<file path="src/rtl/core/cltc_pkg.sv">
// Shared types and constants of the command line token classifier.
package cltc_pkg;

    localparam int unsigned KIND_W   = 4;
    localparam int unsigned START_W  = 8;
    localparam int unsigned LENGTH_W = 9;
    localparam int unsigned QUEUE_DEPTH = 4;
    localparam int unsigned QPTR_W   = 2;
    localparam int unsigned QCNT_W   = 3;

    typedef enum logic [KIND_W-1:0] {
        KIND_END    = 4'd0,
        KIND_DELIM  = 4'd1,
        KIND_STR    = 4'd2,
        KIND_BROKEN = 4'd3,
        KIND_HEX    = 4'd4,
        KIND_WORD   = 4'd5,
        KIND_FLOAT  = 4'd6,
        KIND_NUM    = 4'd7,
        KIND_ERR    = 4'd8
    } kind_t;

    typedef struct packed {
        kind_t               kind;
        logic [START_W-1:0]  start;
        logic [LENGTH_W-1:0] length;
        logic                last;
    } token_t;

    // Tokens handed from the lexer to the queue in one cycle; tok1 is used
    // only when count is two.
    typedef struct packed {
        logic [1:0] count;
        token_t     tok0;
        token_t     tok1;
    } push_t;

endpackage

</file>
<file path="src/rtl/core/cltc_lexer.sv">
// Front part: per-byte lexer state machine that classifies and closes tokens.
module cltc_lexer #(
    parameter int unsigned MAX_LINE = 256
) (
    input  logic                 clk,
    input  logic                 rst_n,
    input  logic                 in_valid,
    input  logic [7:0]           char_code,
    output cltc_pkg::push_t      push
);
    import cltc_pkg::*;

    localparam int unsigned POS_W = $clog2(MAX_LINE + 1);
    localparam logic [POS_W-1:0] POS_LIMIT = POS_W'(MAX_LINE);

    localparam logic [7:0] CH_SEMI  = 8'h3B;
    localparam logic [7:0] CH_QUOTE = 8'h22;
    localparam logic [7:0] CH_BSL   = 8'h5C;
    localparam logic [7:0] CH_X_LO  = 8'h78;
    localparam logic [7:0] CH_X_UP  = 8'h58;
    localparam logic [7:0] CH_DOT   = 8'h2E;
    localparam logic [7:0] CH_UNDER = 8'h5F;
    localparam logic [7:0] CH_PLUS  = 8'h2B;
    localparam logic [7:0] CH_MINUS = 8'h2D;
    localparam logic [7:0] CH_ZERO  = 8'h30;
    localparam logic [7:0] CH_NUL   = 8'h00;

    typedef enum logic [7:0] {
        MODE_BETWEEN = 8'b0000_0001,
        MODE_SIGN    = 8'b0000_0010,
        MODE_ZERO    = 8'b0000_0100,
        MODE_HEX     = 8'b0000_1000,
        MODE_WORD    = 8'b0001_0000,
        MODE_NUMBER  = 8'b0010_0000,
        MODE_STRING  = 8'b0100_0000,
        MODE_DISCARD = 8'b1000_0000
    } mode_t;

    mode_t            mode_reg, mode_next;
    logic             float_reg, float_next;
    logic [POS_W-1:0] pos_reg, pos_next;
    logic [POS_W-1:0] begin_reg, begin_next;
    logic             bsl_reg, bsl_next;

    function automatic logic is_digit(input logic [7:0] c);
        return (c >= 8'h30) && (c <= 8'h39);
    endfunction

    function automatic logic is_alpha(input logic [7:0] c);
        return ((c >= 8'h61) && (c <= 8'h7A)) || ((c >= 8'h41) && (c <= 8'h5A));
    endfunction

    function automatic logic is_word_start(input logic [7:0] c);
        return is_alpha(c) || (c == CH_UNDER);
    endfunction

    function automatic logic is_xdigit(input logic [7:0] c);
        return is_digit(c) || ((c >= 8'h61) && (c <= 8'h66))
            || ((c >= 8'h41) && (c <= 8'h46));
    endfunction

    function automatic logic is_space(input logic [7:0] c);
        return (c == 8'h20) || ((c >= 8'h09) && (c <= 8'h0D));
    endfunction

    function automatic logic [LENGTH_W-1:0] len_of(input logic [POS_W-1:0] v);
        logic [POS_W+LENGTH_W-1:0] w;
        w = {{LENGTH_W{1'b0}}, v};
        return w[LENGTH_W-1:0];
    endfunction

    function automatic logic [START_W-1:0] start_of(input logic [POS_W-1:0] v);
        logic [POS_W+START_W-1:0] w;
        w = {{START_W{1'b0}}, v};
        return w[START_W-1:0];
    endfunction

    function automatic token_t make_tok(input kind_t k, input logic [START_W-1:0] s,
                                        input logic [LENGTH_W-1:0] l, input logic f);
        token_t t;
        t.kind   = k;
        t.start  = s;
        t.length = l;
        t.last   = f;
        return t;
    endfunction

    always_comb
    begin : lex_comb
        logic [7:0]       c;
        logic [POS_W-1:0] diff;
        mode_t            m;
        logic             done;
        logic             fin;
        logic             va;
        logic             vb;
        token_t           ta;
        token_t           tb;

        mode_next  = mode_reg;
        float_next = float_reg;
        pos_next   = pos_reg;
        begin_next = begin_reg;
        bsl_next   = bsl_reg;
        done = 1'b0;
        fin  = 1'b0;
        va   = 1'b0;
        vb   = 1'b0;
        ta   = make_tok(KIND_END, '0, '0, 1'b0);
        tb   = make_tok(KIND_END, '0, '0, 1'b0);
        diff = pos_reg - begin_reg;
        // Past the line limit every byte is taken as the line's end.
        c = (pos_reg >= POS_LIMIT) ? CH_NUL : char_code;
        m = mode_reg;

        if (mode_reg == MODE_DISCARD)
        begin
            if (char_code == CH_NUL)
            begin
                mode_next = MODE_BETWEEN;
                pos_next  = '0;
            end
        end
        else
        begin
            if (m == MODE_SIGN)
            begin
                done = 1'b1;
                if (is_word_start(c))
                begin
                    m = MODE_WORD;
                end
                else if (is_digit(c))
                begin
                    m = MODE_NUMBER;
                    float_next = 1'b0;
                end
                else
                begin
                    va  = 1'b1;
                    ta  = make_tok(KIND_ERR, start_of(begin_reg), LENGTH_W'(1), 1'b1);
                    fin = 1'b1;
                end
            end
            else if (m == MODE_ZERO)
            begin
                if ((c == CH_X_LO) || (c == CH_X_UP))
                begin
                    m = MODE_HEX;
                    done = 1'b1;
                end
                else
                begin
                    m = MODE_NUMBER;
                    float_next = 1'b0;
                end
            end

            if (!done)
            begin
                unique case (m)
                    MODE_NUMBER:
                    begin
                        if (is_digit(c))
                        begin
                            done = 1'b1;
                        end
                        else if (c == CH_DOT)
                        begin
                            float_next = 1'b1;
                            done = 1'b1;
                        end
                        else
                        begin
                            va = 1'b1;
                            ta = make_tok(float_next ? KIND_FLOAT : KIND_NUM,
                                          start_of(begin_reg), len_of(diff), 1'b0);
                            m  = MODE_BETWEEN;
                        end
                    end
                    MODE_HEX:
                    begin
                        if (is_xdigit(c))
                        begin
                            done = 1'b1;
                        end
                        else
                        begin
                            va = 1'b1;
                            ta = make_tok(KIND_HEX, start_of(begin_reg), len_of(diff), 1'b0);
                            m  = MODE_BETWEEN;
                        end
                    end
                    MODE_WORD:
                    begin
                        if (is_word_start(c) || is_digit(c))
                        begin
                            done = 1'b1;
                        end
                        else
                        begin
                            va = 1'b1;
                            ta = make_tok(KIND_WORD, start_of(begin_reg), len_of(diff), 1'b0);
                            m  = MODE_BETWEEN;
                        end
                    end
                    MODE_STRING:
                    begin
                        done = 1'b1;
                        if (c == CH_NUL)
                        begin
                            va  = 1'b1;
                            ta  = make_tok(KIND_BROKEN, start_of(begin_reg),
                                           len_of(diff), 1'b1);
                            fin = 1'b1;
                        end
                        else if ((c == CH_QUOTE) && !bsl_reg)
                        begin
                            va = 1'b1;
                            ta = make_tok(KIND_STR, start_of(begin_reg),
                                          len_of(POS_W'(diff + 1'b1)), 1'b0);
                            m  = MODE_BETWEEN;
                        end
                        else
                        begin
                            bsl_next = (c == CH_BSL);
                        end
                    end
                    default:
                    begin
                    end
                endcase
            end

            // The byte that closed a token may start the next one.
            if (!done)
            begin
                if (c == CH_NUL)
                begin
                    vb  = 1'b1;
                    tb  = make_tok(KIND_END, start_of(pos_reg), '0, 1'b1);
                    fin = 1'b1;
                end
                else if (is_space(c))
                begin
                end
                else if (c == CH_SEMI)
                begin
                    vb = 1'b1;
                    tb = make_tok(KIND_DELIM, start_of(pos_reg), LENGTH_W'(1), 1'b0);
                end
                else
                begin
                    begin_next = pos_reg;
                    if (c == CH_QUOTE)
                    begin
                        m = MODE_STRING;
                        bsl_next = 1'b0;
                    end
                    else if (c == CH_ZERO)
                    begin
                        m = MODE_ZERO;
                    end
                    else if ((c == CH_PLUS) || (c == CH_MINUS))
                    begin
                        m = MODE_SIGN;
                    end
                    else if (is_word_start(c))
                    begin
                        m = MODE_WORD;
                    end
                    else if (is_digit(c))
                    begin
                        m = MODE_NUMBER;
                        float_next = 1'b0;
                    end
                    else
                    begin
                        vb  = 1'b1;
                        tb  = make_tok(KIND_ERR, start_of(pos_reg), '0, 1'b1);
                        fin = 1'b1;
                    end
                end
            end

            if (fin)
            begin
                if (char_code == CH_NUL)
                begin
                    mode_next = MODE_BETWEEN;
                    pos_next  = '0;
                end
                else
                begin
                    mode_next = MODE_DISCARD;
                end
            end
            else
            begin
                mode_next = m;
                pos_next  = pos_reg + 1'b1;
            end
        end

        push.count = in_valid ? ({1'b0, va} + {1'b0, vb}) : 2'd0;
        push.tok0  = va ? ta : tb;
        push.tok1  = tb;
    end

    always_ff @(posedge clk or negedge rst_n)
    begin
        if (!rst_n)
        begin
            mode_reg  <= MODE_BETWEEN;
            float_reg <= 1'b0;
            pos_reg   <= '0;
            begin_reg <= '0;
            bsl_reg   <= 1'b0;
        end
        else if (in_valid)
        begin
            mode_reg  <= mode_next;
            float_reg <= float_next;
            pos_reg   <= pos_next;
            begin_reg <= begin_next;
            bsl_reg   <= bsl_next;
        end
    end

endmodule

</file>
<file path="src/rtl/core/cltc_queue.sv">
// Back part: token queue that takes up to two words a cycle and delivers one while head_ready is high.
module cltc_queue (
    input  logic             clk,
    input  logic             rst_n,
    input  cltc_pkg::push_t  push,
    output logic             room,
    output logic             head_valid,
    input  logic             head_ready,
    output cltc_pkg::token_t head
);
    import cltc_pkg::*;

    token_t              mem [QUEUE_DEPTH];
    logic [QPTR_W-1:0]   wr_ptr_reg, wr_ptr_next;
    logic [QPTR_W-1:0]   rd_ptr_reg, rd_ptr_next;
    logic [QCNT_W-1:0]   count_reg, count_next;
    logic                pop;

    assign pop        = head_valid && head_ready;
    assign head_valid = (count_reg != '0);
    assign head       = mem[rd_ptr_reg];
    // Space for the two words a single byte can produce.
    assign room       = (count_reg <= QCNT_W'(QUEUE_DEPTH - 2));

    always_comb
    begin
        wr_ptr_next = wr_ptr_reg + QPTR_W'(push.count);
        rd_ptr_next = rd_ptr_reg + QPTR_W'(pop);
        count_next  = count_reg + QCNT_W'(push.count) - QCNT_W'(pop);
    end

    always_ff @(posedge clk)
    begin
        if (push.count != 2'd0)
        begin
            mem[wr_ptr_reg] <= push.tok0;
        end
        if (push.count == 2'd2)
        begin
            mem[wr_ptr_reg + 1'b1] <= push.tok1;
        end
    end

    always_ff @(posedge clk or negedge rst_n)
    begin
        if (!rst_n)
        begin
            wr_ptr_reg <= '0;
            rd_ptr_reg <= '0;
            count_reg  <= '0;
        end
        else
        begin
            wr_ptr_reg <= wr_ptr_next;
            rd_ptr_reg <= rd_ptr_next;
            count_reg  <= count_next;
        end
    end

endmodule

</file>
<file path="src/rtl/core/command_line_token_classifier_unit.sv">
// Top level of the command line token classifier: lexer front, token queue back.
// The block lexes a command line at one byte per clock: a byte is taken whenever
// the four-word token queue has two free slots, and the lexer settles its state in
// the same cycle. Tokens leave one word per clock from the queue head while
// m_tready is high, so a byte that closes a token and is also a delimiter, an
// error or the line's end yields two words; bursts of such bytes, or a stalled
// output, throttle input through the queue's free space. Lines over MAX_LINE
// bytes are cut there and the rest up to the terminating zero byte is dropped.
module command_line_token_classifier_unit #(
    parameter int unsigned MAX_LINE = 256
) (
    input  logic        clk,
    input  logic        rst_n,
    input  logic        s_tvalid,
    output logic        s_tready,
    input  logic [7:0]  s_tdata,   // [7:0] char_code
    output logic        m_tvalid,
    input  logic        m_tready,
    output logic [23:0] m_tdata,   // [3:0] token_kind, [11:4] token_start,
                                   // [20:12] token_length, [23:21] zero
    output logic        m_tlast    // last_of_line
);
    import cltc_pkg::*;

    push_t  push;
    token_t head;
    logic   room;

    assign s_tready = room;

    cltc_lexer #(
        .MAX_LINE (MAX_LINE)
    ) u_lexer (
        .clk       (clk),
        .rst_n     (rst_n),
        .in_valid  (s_tvalid && s_tready),
        .char_code (s_tdata),
        .push      (push)
    );

    cltc_queue u_queue (
        .clk        (clk),
        .rst_n      (rst_n),
        .push       (push),
        .room       (room),
        .head_valid (m_tvalid),
        .head_ready (m_tready),
        .head       (head)
    );

    assign m_tdata = {3'b000, head.length, head.start, head.kind};
    assign m_tlast = head.last;

endmodule
</file>
<file path="config.mk">
export PLATFORM = sky130hd
export DESIGN_NAME = command_line_token_classifier_unit
export DESIGN_NICKNAME = d
export VERILOG_FILES = /design/src/rtl/core/cltc_pkg.sv /design/src/rtl/core/cltc_lexer.sv /design/src/rtl/core/cltc_queue.sv /design/src/rtl/core/command_line_token_classifier_unit.sv
export SDC_FILE = /design/constraint.sdc
export NUM_CORES = 1
export LEC_CHECK = 0
export CELL_PAD_IN_SITES_DETAIL_PLACEMENT = 0
export CELL_PAD_IN_SITES_GLOBAL_PLACEMENT = 1
export CORE_MARGIN = 8
export CORE_UTILIZATION = 42
export CTS_CLUSTER_DIAMETER = 100
export CTS_CLUSTER_SIZE = 16
export DETAILED_ROUTE_END_ITERATION = 8
export DONT_BUFFER_PORTS = 1
export PLACE_DENSITY_LB_ADDON = 0.25
export SETUP_SLACK_MARGIN = 0.4
export SYNTH_ARGS = -nofsm -noshare
export SYNTH_HDL_FRONTEND = slang
export SYNTH_HIERARCHICAL = 1
export SYNTH_SLANG_ARGS = --single-unit
</file>
<file path="constraint.sdc">
create_clock -name clk -period 5.85 [get_ports clk]
set_input_delay 0.2925 -clock clk [delete_from_list [all_inputs] [get_ports clk]]
set_output_delay 0.2925 -clock clk [all_outputs]
set_load 0.01 [all_outputs]
</file>
## Yosys cells after proc, flatten, opt, wreduce, memory -nomap -nowiden

Memories as Yosys holds them, arrays and structs flattened.
Cells that the tools add are included.

- Register bits: 35
- Bits in latches: 0
- Memory bits (writable): 88
- ROM bits: 0
- Bits of input ports: 12
- Output and inout bits: 27
- Word-level logic and storage cells: 212
- Memories kept: 1

- Add/sub/neg operators: 9
- $mul: 0
- Div/mod/pow operators: 0
- Order comparisons: 12
- Equal/unequal tests: 20
- Shifts and indexed selects: 0
- Multiplexer cells: 132
- Bitwise logic cells: 5
- Reduce and logical (&&, ||, !) cells: 25

Memory list:

| name | words | bits a word | read ports | clocked after Yosys merged registers in | write ports | line | source |
|---|---|---|---|---|---|---|---|
| u_queue.mem | 4 | 22 | 1 | 0 | 2 | cltc_queue.sv:13 | `token_t mem [QUEUE_DEPTH];` |

Operator list:

| cell | count |
|---|---|
| $mux 22 | 22 |
| $mux 8 | 26 |
| $pmux 22 s4 | 1 |
| $mux 1 | 75 |
| $eq 8x6->1 const B | 8 |
| $eq 8x7->1 const B | 5 |
| $le 8x7->1 const B | 4 |
| $pmux 8 s4 | 1 |
| $mux 9 | 3 |
| $add 9x1->9 const B | 2 |
| $ge 8x7->1 const B | 2 |
| $logic_not 8->1 | 2 |
| $ge 9x9->1 const B | 1 |
| $logic_and 1x1->1 | 9 |
| $sub 9x9->9 | 1 |
| $eq 8x2->1 const B | 1 |
| $eq 8x3->1 const B | 1 |
| $eq 8x4->1 const B | 1 |
| $eq 8x5->1 const B | 1 |
| $eq 8x8->1 const B | 1 |
| $ge 8x4->1 const B | 1 |
| $ge 8x6->1 const B | 1 |
| $le 8x4->1 const B | 1 |
| $le 8x6->1 const B | 1 |
| 19 further kinds | 32 |

## Depth between registers and ports, before layout

- Depth after elaboration: 24
- Depth in mapped cells: 19
- Mapped depth without buffers: 15

## Cells and area by module

Netlist, hierarchy kept.

Modules (own cells, without submodules):

| module | instances | cells each | area an instance (um2) | sequential area each (um2) |
|---|---|---|---|---|
| cltc_queue | 1 | 254 | 4705.8 | 2817.7 |
| cltc_lexer | 1 | 452 | 3585.9 | 701.9 |
| command_line_token_classifier_unit | 1 | 5 | 32.5 | 0.0 |

## Worst setup path before layout

No wires, ideal clock.

- Kind: input to register
- From: in s_tdata[7]
- To: mem u_queue/mem[0][0] in the netlist's numbering (enable)
- Library setup time: 0.435 ns
- Data arrival time: 4.894 ns
- Required time: 5.415 ns
- Setup slack: 0.521 ns
- Stages: 14
- Buffers on the path: 4
- Path through: buf_2 or3_4 or3_1 buf_2 o211ai_1 nor3_1 a211o_1 buf_6 o311a_4 buf_6 ha_1 and2_1 nor2_1 o31ai_1

RTL lines:

| element | line | source |
|---|---|---|
| start: declaration | command_line_token_classifier_unit.sv:16 | `input logic [7:0] s_tdata,` |
| end: declaration | cltc_queue.sv:13 |  |

==> metrics.md <==
| Metric | Value |
|---|---|
| Fin. max-slew vios | `0` |
| Relative slew slack | `27.50%` |
| Post-synth EDFFs | `88` |
| WHS Endpoint | `u_queue/rd_ptr_reg[0]` |
| Yosys top cell area share | `31.75%` |
| Post-CTS resize count | `0` |
| Area Growth Syn to Fin | `8.913%` |
| P_leak | `0.003371 uW` |
| Async S/R FF share, synth | `28.46%` |
| Final worst-path cycle share | `87.26%` |
| Port Buf Inserts | `0` |
| Worst skew pair latency | `0.43 ns` |
| Worst path cell trace | `or3_4 > or3_1 > o211ai_1 > nor3_1 > a211o_1 > o311a_4 > ha_1 > and2_1 > nor2_1 > o31ai_4 > buf_4` |
| Die X | `156.8 um` |
| DRT iter0 DRCs | `417` |
| CTS tree | `yes` |
| Combinational power share | `35.6%` |
| Maximum root-to-sink buffer count | `2` |
| Top FF cell, synth | `edfxtp_1` |
| Synth Area per Inst | `11.71 sq um` |
| Synth warn | `6` |
| Top-count cell post-synth | `mux2_2` |
| Final cell count without fillers | `979` |
| RR Endpoint | `u_queue/mem[0][5]` |
| Min Tclk post-route | `5.105 ns` |
| Dominant cell type by area after synthesis | `edfxtp_1` |
| DRC Markers | `0` |
| Outcome | `finished, final reports clean` |
| Worst Setup End Kind | `flop` |
| Core ar. | `0.01946 sq mm` |
| Post-synthesis instance area | `0.008324 sq mm` |
| Vias in the first global route | `5723` |
| Layout cells sized above 1 | `28.43%` |
| Maxcap violations | `0` |
| Clock transition at path regs | `0.06 ns` |
| Antenna Nets Post-Route | `0` |
| Largest net degree at the start of global routing | `36` |
| Largest stage delay, worst path | `0.60 ns` |
| P_int | `2227 uW` |
| GPL Wtd Cong | `0.8847` |
| Via count | `5811` |
| Sw Ratio | `36.39%` |
| Register-to-register setup slack | `0.75 ns` |
| Final setup skew | `0.01799 ns` |
| Clk sink count | `123` |
| Placed cells | `945` |
| Root Driver | `clkbuf_16` |
| TNS Setup | `0 ns` |
| HP Start | `m_tready` |
| Total CTS buffers | `17` |
| Cells on Worst Hold Path | `2` |
| Worst reg2reg path depth | `11` |
| CP Max Fanout | `14` |
| Row count | `51` |
| Post-layout util | `46.58%` |
| Seq/Total Area, Yosys | `42.28%` |
| First-pass GRT wire length | `32660 um` |
| Wirelength, routed | `20590 um` |
| Critical path data required time | `5.97 ns` |
| CP max-delay cell | `o31ai_4` |
| P_sw | `1274 uW` |
| Global Route Usage Sum | `17.29%` |
| Worst slew pin tran | `1.088 ns` |
| Crit Path Class | `flop to flop` |
| Worst IR Drop VDD | `0.0001786 V` |
| Vias per Instance | `5.936` |
| Worst setup SP type | `flop` |
| Fin area | `0.009066 sq mm` |
| Synthesized flop and latch total | `123` |
| Top cells by count, synth | `mux2_2, edfxtp_1, nand2_1, nor2_1, dfrtp_1` |
| Fin. Hold Viols | `0` |
| Area contributors post-synth | `edfxtp_1, mux2_2, dfrtp_1, mux4_2, ha_1` |
| Postcts setup bufs | `0` |
| Initial antenna violation count | `0` |
| R2r startpoint | `u_lexer/pos_reg[8]` |
| CP arrival | `5.23 ns` |
| CTS H-tree lvls | `4` |
| Placed Area | `0.008447 sq mm` |
| Antenna cell count | `0` |
| # IOs | `39` |
| Clock share of power | `30.0%` |
| Wirelength per Cell | `21.03 um` |
| Max FFs per register | `88` |
| DP HPWL | `14570 um` |
| Place WS | `0.7857 ns` |
| Die Y | `156.8 um` |
| Fin worst setup slack | `0.7454 ns` |
| Mapped Cells | `711` |
| Die ar. | `0.02458 sq mm` |
| First drt pass iteration count | `5` |
| Nets@finish | `729` |
| GR Overflow Total | `0` |
| PD cells | `386.2 mW/mm^2` |
| Initial Utilization | `42.77%` |
| Sequential power share | `34.3%` |
| Count of different cell masters after synthesis | `91` |
| Final setup viols | `0` |
| Achievable Freq | `195.9 MHz` |
| Worst hold path class | `input pin to flop` |
| RSZ-0062 raised after global routing | `false` |
logic make-up (layout without fill, tap and decap cells):
group,count (synthesis),after routing,share of synthesized area [%]
AND/OR/NAND/NOR,204,204,14.85
AO/OA/AOI/OAI,138,138,11.84
multiplexers,126,126,20.37
flip-flops,123,123,42.28
buffers and inverters,80,72,5.667
XOR/XNOR,22,22,2.315
adder cells (fa/ha/maj),16,16,2.585
other,2,13,0.09022
final cells by class:
class,count,area (sq um)
fillers,1776,10400
repair buffers,14,120.1
clock inverters,15,163.9
well taps,265,331.6
clock buffers,17,425.4
inverters,26,97.59
flip-flops and latches,123,3520
multi-input cells,519,4408
worst max-delay path, delay by kind of cell, from the launching register on:
kind            cells  cell delay [ns]
compound gates      4             1.83
fa+ha+maj           1             0.30
buf+inv             1             0.33
flops               1             0.57
simple gates        5             1.74
power by group through the flow:
stage / clock, uW / sequential (uW) / combinational, uW
2_1_floorplan: 0 / 1150 / 1040
3_3_place_gp: 0 / 1220 / 1230
5_1_grt: 1100 / 1220 / 1360
6_report: 1050 / 1200 / 1250
3_5_place_dp: 0 / 1220 / 1240
4_1_cts: 1070 / 1210 / 1260
through the flow:
step           total power [uW]  hold WS, ns
5_1_grt                    3689      0.02690
6_report                   3501      0.03313
3_5_place_dp               2466    0.0008229
4_1_cts                    3532      0.02524
2_1_floorplan              2186    -0.003091
3_3_place_gp               2446     0.001142
placed cells by master, fill, tap and decap left out, drive strengths merged, types with 13 or more instances in the layout:
cell type,count
mux2,103
edfxtp,88
nand2,40
nor2,37
dfrtp,34
a21oi,33
inv,32
o21ai,31
nand3,23
mux4,22
clkbuf,17
and2,17
xnor2,15
ha,14
conb,13
buf,13
what timing repair did:
action,CTS,global route
endpoints found under the setup margin,0,0
hold buffers,2,0
endpoints found under the hold margin,35,0
worst max path at each step:
stage / start / endpoint / slack (ns) / cells past startpoint
after global placement: u_lexer/pos_reg[8] / u_queue/mem[0][4] / 0.88 / 11
after floorplan: s_tdata[7] / u_queue/mem[0][0] / 0.52 / 14
after global routing: u_lexer/pos_reg[8] / u_queue/mem[2][3] / 0.46 / 13
final: u_lexer/pos_reg[8] / u_queue/mem[0][5] / 0.75 / 11
after detailed placement: u_lexer/pos_reg[8] / u_queue/mem[0][13] / 0.79 / 11
after CTS: u_lexer/pos_reg[8] / u_queue/mem[0][20] / 0.76 / 11
routing by layer:
layer,part of all wire (%),global-route usage (%)
met2,50,29.18
met3,4.4,2.951
met1,44,22.08
met5,0,0
met4,1.3,5.675
Note: power is estimated with default switching activity, not from simulation.
